### src/rtl/cst_pkg.sv
package cst_pkg;

  // Code units with a meaning of their own
  localparam logic [15:0] ChQuote = 16'h0022;
  localparam logic [15:0] ChComma = 16'h002C;
  localparam logic [15:0] ChCr    = 16'h000D;
  localparam logic [15:0] ChLf    = 16'h000A;
  localparam logic [15:0] ChBom   = 16'hFEFF;

  // Status codes
  localparam logic [1:0] StatusOk           = 2'd0;
  localparam logic [1:0] StatusBadQuote     = 2'd1;
  localparam logic [1:0] StatusUnterminated = 2'd2;

  // Quote tracking modes
  localparam logic [1:0] QmOutside   = 2'd0;
  localparam logic [1:0] QmInside    = 2'd1;
  localparam logic [1:0] QmQuoteSeen = 2'd2;
  localparam logic [1:0] QmUnused    = 2'd3;

  typedef struct packed {
    logic [15:0] char_code;
    logic        end_of_data;
  } in_item_t;

  typedef struct packed {
    logic        char_valid;
    logic [15:0] out_char;
    logic        field_end;
    logic        record_end;
    logic [1:0]  status;
    logic        stream_done;
  } out_item_t;

endpackage

### src/rtl/csv_stream_tokenizer_top.sv
// CSV stream tokenizer (RFC 4180 style) over UTF-16 code units.
//
// Input channel: in_valid_i / in_stall_o carry one in_item_t per transaction,
// either one code unit or an end-of-data mark. Output channel: out_valid_o /
// out_stall_i carry exactly one out_item_t for each input transaction: a
// field character, field/record end marks, the sticky status and, for the
// end-of-data item, stream_done.
//
// The tokenizer state and the result register load at the edge that
// accepts the input. Throughput is one item per cycle while the receiver
// does not stall; the single output register is refilled in the same
// cycle it is emptied.
//
// Reset (rst_ni low, asynchronous) clears the output valid and puts the
// tokenizer at text start with no error. The end-of-data item returns the
// state to the same point, so a new text may follow at once.
//
// When the receiver stalls with a result waiting, in_stall_o rises and the
// held result stays unchanged until it is taken.
module csv_stream_tokenizer_top (
  input  logic              clk_i,
  input  logic              rst_ni,
  input  logic              in_valid_i,
  output logic              in_stall_o,
  input  cst_pkg::in_item_t in_data_i,
  output logic              out_valid_o,
  input  logic              out_stall_i,
  output cst_pkg::out_item_t out_data_o
);

  // Tokenizer state
  logic [1:0] quote_mode_q, quote_mode_d;
  logic       field_has_data_q, field_has_data_d;
  logic       row_has_fields_q, row_has_fields_d;
  logic       after_cr_q, after_cr_d;
  logic       at_start_q, at_start_d;
  logic [1:0] error_q, error_d;

  // Output register
  logic               out_valid_q;
  cst_pkg::out_item_t out_data_q;
  cst_pkg::out_item_t result;

  logic        in_accept;
  logic        unquoted;
  logic [15:0] c;

  // Stall only while a result waits and the receiver holds it off
  assign in_stall_o = out_valid_q && out_stall_i;
  assign in_accept  = in_valid_i && !in_stall_o;
  assign c          = in_data_i.char_code;

  always_comb begin
    result           = '0;
    quote_mode_d     = quote_mode_q;
    field_has_data_d = field_has_data_q;
    row_has_fields_d = row_has_fields_q;
    after_cr_d       = after_cr_q;
    at_start_d       = at_start_q;
    error_d          = error_q;
    unquoted         = 1'b0;

    if (in_data_i.end_of_data) begin
      // Flush and return to text start
      if (error_q == cst_pkg::StatusOk &&
          (quote_mode_q inside {cst_pkg::QmInside, cst_pkg::QmUnused})) begin
        error_d = cst_pkg::StatusUnterminated;
      end
      if (error_d == cst_pkg::StatusOk && (field_has_data_q || row_has_fields_q)) begin
        result.field_end  = 1'b1;
        result.record_end = 1'b1;
      end
      result.status      = error_d;
      result.stream_done = 1'b1;
      quote_mode_d     = cst_pkg::QmOutside;
      field_has_data_d = 1'b0;
      row_has_fields_d = 1'b0;
      after_cr_d       = 1'b0;
      at_start_d       = 1'b1;
      error_d          = cst_pkg::StatusOk;
    end else begin
      if (error_q == cst_pkg::StatusOk) begin
        after_cr_d = 1'b0;
        at_start_d = 1'b0;
        if (at_start_q && c == cst_pkg::ChBom) begin
          // leading byte-order mark: dropped
        end else if (quote_mode_q == cst_pkg::QmQuoteSeen) begin
          if (c == cst_pkg::ChQuote) begin
            // doubled quote: one literal quote
            result.char_valid = 1'b1;
            result.out_char   = cst_pkg::ChQuote;
            quote_mode_d      = cst_pkg::QmInside;
          end else begin
            // previous quote closed the field
            quote_mode_d = cst_pkg::QmOutside;
            unquoted     = 1'b1;
          end
        end else if (quote_mode_q != cst_pkg::QmOutside) begin
          if (c == cst_pkg::ChQuote) begin
            quote_mode_d = cst_pkg::QmQuoteSeen;
          end else begin
            result.char_valid = 1'b1;
            result.out_char   = c;
          end
        end else if (after_cr_q && c == cst_pkg::ChLf) begin
          // LF of a CRLF pair: dropped
        end else begin
          unquoted = 1'b1;
        end

        if (unquoted) begin
          case (c)
            cst_pkg::ChQuote: begin
              if (!field_has_data_q) begin
                quote_mode_d     = cst_pkg::QmInside;
                field_has_data_d = 1'b1;
              end else begin
                error_d = cst_pkg::StatusBadQuote;
              end
            end
            cst_pkg::ChComma: begin
              result.field_end = 1'b1;
              field_has_data_d = 1'b0;
              row_has_fields_d = 1'b1;
            end
            cst_pkg::ChCr, cst_pkg::ChLf: begin
              result.field_end  = 1'b1;
              result.record_end = 1'b1;
              field_has_data_d  = 1'b0;
              row_has_fields_d  = 1'b0;
              after_cr_d        = (c == cst_pkg::ChCr);
            end
            default: begin
              result.char_valid = 1'b1;
              result.out_char   = c;
              field_has_data_d  = 1'b1;
            end
          endcase
        end
      end
      result.status = error_d;
    end
  end

  always_ff @(posedge clk_i or negedge rst_ni) begin
    if (!rst_ni) begin
      quote_mode_q     <= cst_pkg::QmOutside;
      field_has_data_q <= 1'b0;
      row_has_fields_q <= 1'b0;
      after_cr_q       <= 1'b0;
      at_start_q       <= 1'b1;
      error_q          <= cst_pkg::StatusOk;
      out_valid_q      <= 1'b0;
    end else begin
      if (in_accept) begin
        quote_mode_q     <= quote_mode_d;
        field_has_data_q <= field_has_data_d;
        row_has_fields_q <= row_has_fields_d;
        after_cr_q       <= after_cr_d;
        at_start_q       <= at_start_d;
        error_q          <= error_d;
        out_valid_q      <= 1'b1;
      end else if (!out_stall_i) begin
        out_valid_q <= 1'b0;
      end
    end
  end

  // Payload register: loads with every accepted transaction
  always_ff @(posedge clk_i) begin
    if (in_accept) begin
      out_data_q <= result;
    end
  end

  assign out_valid_o = out_valid_q;
  assign out_data_o  = out_data_q;

  // A record end always comes with a field end
  a_record_has_field: assert property (@(posedge clk_i) disable iff (!rst_ni)
    out_valid_o |-> (!out_data_o.record_end || out_data_o.field_end))
    else $error("record_end without field_end");

  // End of data returns the tokenizer to text start with no error
  a_eod_resets: assert property (@(posedge clk_i) disable iff (!rst_ni)
    (in_accept && in_data_i.end_of_data) |=>
      (at_start_q && error_q == cst_pkg::StatusOk && quote_mode_q == cst_pkg::QmOutside))
    else $error("state not reset after end of data");

  // A character and a field end never share one result
  a_char_xor_end: assert property (@(posedge clk_i) disable iff (!rst_ni)
    out_valid_o |-> !(out_data_o.char_valid && out_data_o.field_end))
    else $error("character and field end together");

  // Once latched, an error stays until end of data
  a_error_sticky: assert property (@(posedge clk_i) disable iff (!rst_ni)
    (in_accept && !in_data_i.end_of_data && error_q != cst_pkg::StatusOk) |=>
      (error_q == $past(error_q)))
    else $error("latched error changed");

endmodule

### config.mk
export PLATFORM = sky130hd
export DESIGN_NAME = csv_stream_tokenizer_top
export DESIGN_NICKNAME = d
export VERILOG_FILES = /design/src/rtl/cst_pkg.sv /design/src/rtl/csv_stream_tokenizer_top.sv
export SDC_FILE = /design/constraint.sdc
export NUM_CORES = 1
export LEC_CHECK = 0
export BUFFER_PORTS_ARGS = -buffer_cell sky130_fd_sc_hd__buf_2
export CAP_MARGIN = 20
export CORE_MARGIN = 4
export CORE_UTILIZATION = 29
export DETAILED_ROUTE_END_ITERATION = 6
export PLACE_DENSITY = 0.61
export SYNTH_ARGS = -nofsm -noshare
export SYNTH_HDL_FRONTEND = slang
export SYNTH_SLANG_ARGS = --single-unit
### constraint.sdc
create_clock -name clk_i -period 3.65 [get_ports clk_i]
set_input_delay 0.5475 -clock clk_i [delete_from_list [all_inputs] [get_ports clk_i]]
set_output_delay 0.5475 -clock clk_i [all_outputs]
set_load 0.02 [all_outputs]
* Word level (Yosys, flattened, before mapping) *
Cells that the tools add are included.

storage, ports and cells
  register bits after elaboration = 31
  bits of input ports = 21
  output and inout port bits = 24
  logic and storage cells = 98

cells by class
  eq/ne operators = 9
  muxes and demuxes = 53
  bitwise operators = 1
  reduce and logical (&&, ||, !) cells = 22

operators by type and width
  operator                                               number
  two-way mux 17 bit                                     6
  two-way mux 2 bit                                      18
  equality test 16 x 4 -> 1 bit (second input constant)  2
  equality test 16 x 6 -> 1 bit (second input constant)  2
  two-way mux 1 bit                                      26
  two-way mux 19 bit                                     1
  equality test 16 bit (second input constant)           1
  nonzero test 2 bit                                     4
  logical AND 1 bit                                      6
  equality test 2 bit (second input constant)            2
  logical NOT 2 bit                                      2
  two-way mux 4 bit                                      1
  AND reduction 4 bit                                    1
  OR reduction 2 bit                                     2
  OR reduction 4 bit                                     1
  AND reduction 3 bit                                    1
  nonzero test 3 bit                                     1
  OR reduction 3 bit                                     1
  equality test 2 x 1 -> 1 bit (second input constant)   1
  != test 2 x 1 -> 1 bit (second input constant)         1
  one-hot mux 1 bit (2 select lines)                     1
  AND reduction 2 bit                                    1
  logical NOT 1 bit                                      1
  logical OR 1 bit                                       1
  NOT 1 bit                                              1

* Depth between registers and ports, before layout *
  depth after elaboration = 11
  mapped depth = 7
  mapped depth without buffers = 7

* Worst setup path after synthesis *
No wires, ideal clock.

  path type = input to register
  start point = input port out_stall_i
  end point = register field_has_data_q
  library setup time = 0.069 ns
  data arrival time = 2.186 ns
  data required time = 3.581 ns
  setup slack = 1.395 ns
  cell stages on the path = 7
  buffers on the path = 0
  path through = nand2_1 > nand2_1 > inv_1 > nand2_1 > a211o_1 > or4_1 > nand3_1

between the ends
  longest elaborated chain between the ends = 4

ends and longest elaborated chain
  element                        line                             source
  from (decl)                    csv_stream_tokenizer_top.sv:27   input logic out_stall_i,
  logical AND 1 bit              csv_stream_tokenizer_top.sv:49   assign in_stall_o = out_valid_q && out_stall_i;
  logical NOT 1 bit              csv_stream_tokenizer_top.sv:50   assign in_accept = in_valid_i && !in_stall_o;
  logical AND 1 bit              csv_stream_tokenizer_top.sv:50
  via in_accept                  csv_stream_tokenizer_top.sv:44   logic in_accept;
  AND reduction 3 bit (no line)  -
  to (signal assigned)           csv_stream_tokenizer_top.sv:157  field_has_data_q <= field_has_data_d;
  to (decl)                      csv_stream_tokenizer_top.sv:33   logic field_has_data_q, field_has_data_d;

The timed path passes the listed nets, and every way through them passes these cells.
A chain may end at the register's enable or synchronous reset.

* Worst setup path after layout *
  start point = input port in_data_i[2] (netlist bit)
  end point = register out_data_q, in the netlist out_data_o[6] (data pin)

between the ends
  longest elaborated chain between the ends = 9
  elaborated cells on any way between the ends = 22
  those cells by class = eq/ne (5); mux (14); reduce/logical (3)

ends and longest elaborated chain
  element                        line                                                              source
  from (decl)                    csv_stream_tokenizer_top.sv:25                                    input cst_pkg::in_item_t in_data_i,
  equality test 16 x 4 -> 1 bit  csv_stream_tokenizer_top.sv:105, csv_stream_tokenizer_top.sv:112
  logical AND 1 bit              csv_stream_tokenizer_top.sv:105                                   end else if (after_cr_q && c == cst_pkg::ChLf) begin
  two-way mux 1 bit              csv_stream_tokenizer_top.sv:105
  two-way mux 1 bit              csv_stream_tokenizer_top.sv:98                                    end else if (quote_mode_q != cst_pkg::QmOutside) begin
  two-way mux 1 bit              csv_stream_tokenizer_top.sv:87                                    end else if (quote_mode_q == cst_pkg::QmQuoteSeen) begin
  two-way mux 1 bit              csv_stream_tokenizer_top.sv:85                                    if (at_start_q && c == cst_pkg::ChBom) begin
  two-way mux 1 bit              csv_stream_tokenizer_top.sv:82                                    if (error_q == cst_pkg::StatusOk) begin
  two-way mux 1 bit              csv_stream_tokenizer_top.sv:63                                    if (in_data_i.end_of_data) begin
  two-way mux 19 bit (*)         csv_stream_tokenizer_top.sv:111                                   if (unquoted) begin
  to (signal assigned)           csv_stream_tokenizer_top.sv:172                                   out_data_q <= result;
  to (decl)                      csv_stream_tokenizer_top.sv:41                                    cst_pkg::out_item_t out_data_q;

Mark *: on every way between the ends. The rest lies on a longest branch, timed or not. The select of a mux whose other input is x is not followed.

==> implementation parameters <==
Parameter                              Value

Outcome
  Outcome ... finished clean

Power
  Static Leak ... 0.0007975 uW
  Max VDD drop ... 0.1218 mV
  Psw ... 204.7 uW
  Sw Ratio ... 25.44%
  Cell area power density ... 413.9 mW/mm2
  Combinational cell fraction of total power ... 14.3%
  Proportion of power drawn by the clock network ... 33.8%
  Proportion of power drawn by flip-flops and latches ... 51.9%
  P_int ... 600.0 uW

Yosys
  Proportion of synthesized chip area in sequential cells ... 56.00%
  Number of instances in the synthesized netlist ... 144
  Share of async-settable or async-resettable flops after synthesis ... 29.03%
  Synthesized area divided by synthesized cell count ... 11.00 um2
  Number of nets in the synthesized netlist ... 165
  Cell area after technology mapping ... 0.001584 mm2
  Top flip-flop cell by instance count after synthesis ... edfxtp_1
  Synthesis Warnings ... 0
  Register bit total from synthesis ... 31
  Number of flops mapped to enable cells by yosys ... 22
  Number of distinct library cell variants in the gate-level netlist after synthesis ... 44

Clock network
  # hold bufs at CTS ... 0
  Post CTS Setup Buffer Count ... 0
  TritonCTS clock tree ... built
  CTS buffer count ... 5
  Cell at the root of the clock tree ... clkbuf_8
  Largest buffer count on any clock path ... 2
  Clock net sink count ... 31
  Later-pin clock latency in the skew report ... 0.28 ns
  Deepest level of the CTS H-tree ... 2
  Post-CTS Resized ... 0
  Register clock-pin slew on the reported worst setup and hold paths ... 0.07 ns

Drt
  Detail-routed via count per cell ... 4.855
  Detail-routed net length per standard cell ... 13.92 um
  Wirelength, routed ... 3646 um
  Violation count after the first detailed-route iteration ... 68
  Routed vias ... 1,272
  Remaining DRCs ... 0
  Drt pass-1 iters ... 4
  Antenna-violating nets left ... 0

Timing
  Achievable clock frequency ... 475.2 MHz
  Final Hold Violating Endpoints ... 0
  Slew Viols, Final ... 0
  Fin crit period ... 2.105 ns
  Worst relative slew slack ... 66.27%
  Hold Slack ... 0.1150 ns
  Worst-Margin Slew ... 0.5036 ns
  Crit share post-route ... 57.66%
  RSZ-0062 raised after global routing ... false
  Max Clock Skew ... 0.005482 ns
  Post-Route Setup TNS ... 0 ns
  Endpoints failing setup ... 0

Global route
  Aggregate global-route resource usage ... 11.71%
  First-pass GRT wire length ... 5920 um
  Remaining Overflow, GRT ... 0
  Number of antenna violations at the first check in global routing ... 0
  Vias in the first global route ... 1,240
  Pin count of the biggest net entering global routing ... 26

Placement
  Half-perimeter wire length of the detailed placement result ... 2753 um
  Placer Congestion ... 0.8984
  I/O Buffers ... 44
  Post-DP Area ... 0.001853 mm2

Cells and area
  Final Net Count ... 212
  Total of fill cells in the finished design ... 553
  Total area of multi-input combinational cells ... 631.9 um2
  Layout area overhead ... 22.75%
  Antenna fix cells ... 0
  Fraction of final layout cells with drive strength greater than 1 ... 31.77%
  Summed area of non-filler cells in the final layout ... 0.001944 mm2
  Sequential standard cell area ... 887.1 um2

Floorplan
  Ports ... 45
  Starting density of the core ... 30.43%
  Area of the die ... 0.006708 mm2
  Die Y ... 81.91 um
  Overall die width ... 81.91 um
  Std-Cell Core Area ... 0.005205 mm2
  # rows ... 26

Setup path
  Cell family with most CP delay ... compound AO/OA/AOI/OAI gates
  Type of element capturing the critical path ... register
  Crit path from ... in_data_i[2]
  Worst path slowest cell ... or4bb_2
  Ordered list of cells on the worst path ... buf_2 -> or4bb_2 -> a21o_1 -> a31oi_1 -> a21oi_1
  Type of origin of the critical path ... primary input
  Highest net fanout along the worst path ... 10
  Worst Path Buf+Inv ... 1
  CP Data Arrival Time ... 2.12 ns
  Critical path data required time ... 3.66 ns
  Critical path's largest stage delay ... 0.63 ns
  Kind of critical path ... primary input to register
  Launching point of the worst reg2reg path ... out_valid_o

Job
  # Max-Cap Violations ... 0

Min path
  HP Class ... primary input to async pin
-- power by group through the flow --
stage               combinational, uW  clock [uW]  sequential, uW
detailed placement                116           0             424
CTS                               116         277             418
global placement                  115           0             425
floorplan                        50.6           0             443
global route                      128         299             420
finish                            115         272             418
-- per-layer routing --
| metal | global-route usage [%] | wire length, um | vias to the layer above |
|---|---|---|---|
| li1 | - | - | 630 |
| met1 | 14.93 | 1613 | 590 |
| met2 | 18.50 | 1681 | 45 |
| met3 | 3.947 | 293 | 7 |
| met4 | 3.987 | 57 | 0 |
| met5 | 0 | 0 | - |
-- area by class of cell --
type	count	share of cell area [%]
flip-flops and latches	31	45.62
multi-input cells	103	32.50
repair buffers	45	11.71
well taps	70	4.505
clock buffers	7	4.440
inverters	5	0.9653
clock inverters	1	0.2574
-- placed cells by master (no fill, tap or decap), types with 6 or more instances in the layout --
cell type	count
edfxtp_1	22
nand2_1	17
and2_1	12
a21oi_1	6
o21ai_0	9
buf_2	44
clkbuf_8	6
dfrtp_1	8
nor2_1	6
-- cells in the mapped netlist (3+ instances only) --
cell,instances,area share (%)
nand4_1,3,1.2
a21oi_1,6,1.9
nor4_1,3,1.2
nand2_1,17,4.0
edfxtp_1,22,42
nor3_1,4,1.3
nor3b_1,5,2.4
or4_1,3,1.4
dfrtp_1,8,13
o21ai_0,9,2.8
nor2_1,6,1.4
nand3_1,5,1.6
inv_1,5,1.2
nor2b_1,3,1.2
and2_1,12,4.7
-- cells by family (layout without fill, tap and decap cells) --
| kind of cell | after synthesis | in the layout | share of synthesized area, % |
|---|---|---|---|
| AO/OA/AOI/OAI | 30 | 30 | 12.24 |
| AND/OR/NAND/NOR | 73 | 73 | 27.65 |
| buffers and inverters | 10 | 58 | 4.108 |
| flip-flops | 31 | 31 | 56.00 |
-- sequential cells by signal, summed over array words and instances, names as in the netlist --
name,count
out_data_o,22
error_q,2
quote_mode_q,2
after_cr_q,1
at_start_q,1
field_has_data_q,1
out_valid_o,1
row_has_fields_q,1
-- per-stage QoR --
step / std cells / total power (uW) / worst slack, ns / util [%]
floorplan: 144 / 493.6 / 1.395 / -
global placement: 254 / 539.5 / 1.313 / 35.60
detailed placement: 254 / 540.4 / 1.260 / 35.60
CTS: 262 / 811.0 / 1.557 / 37.36
global route: 262 / 847.2 / 1.413 / 37.36
finish: 262 / 804.7 / 1.545 / 37.36
-- worst paths after layout --
kind | end | slack [ns] | cells past startpoint
min in group clk_i | at_start_q | 0.48 | 2
setup reg to reg | field_has_data_q | 1.91 | 7
hold reg to reg | at_start_q | 0.48 | 2
setup / recovery | out_data_o[6] | 1.55 | 5
max in group asynchronous | at_start_q | 3.28 | 1
hold / removal | error_q[1] | 0.11 | 1
Note: power is estimated with default switching activity, not from simulation.
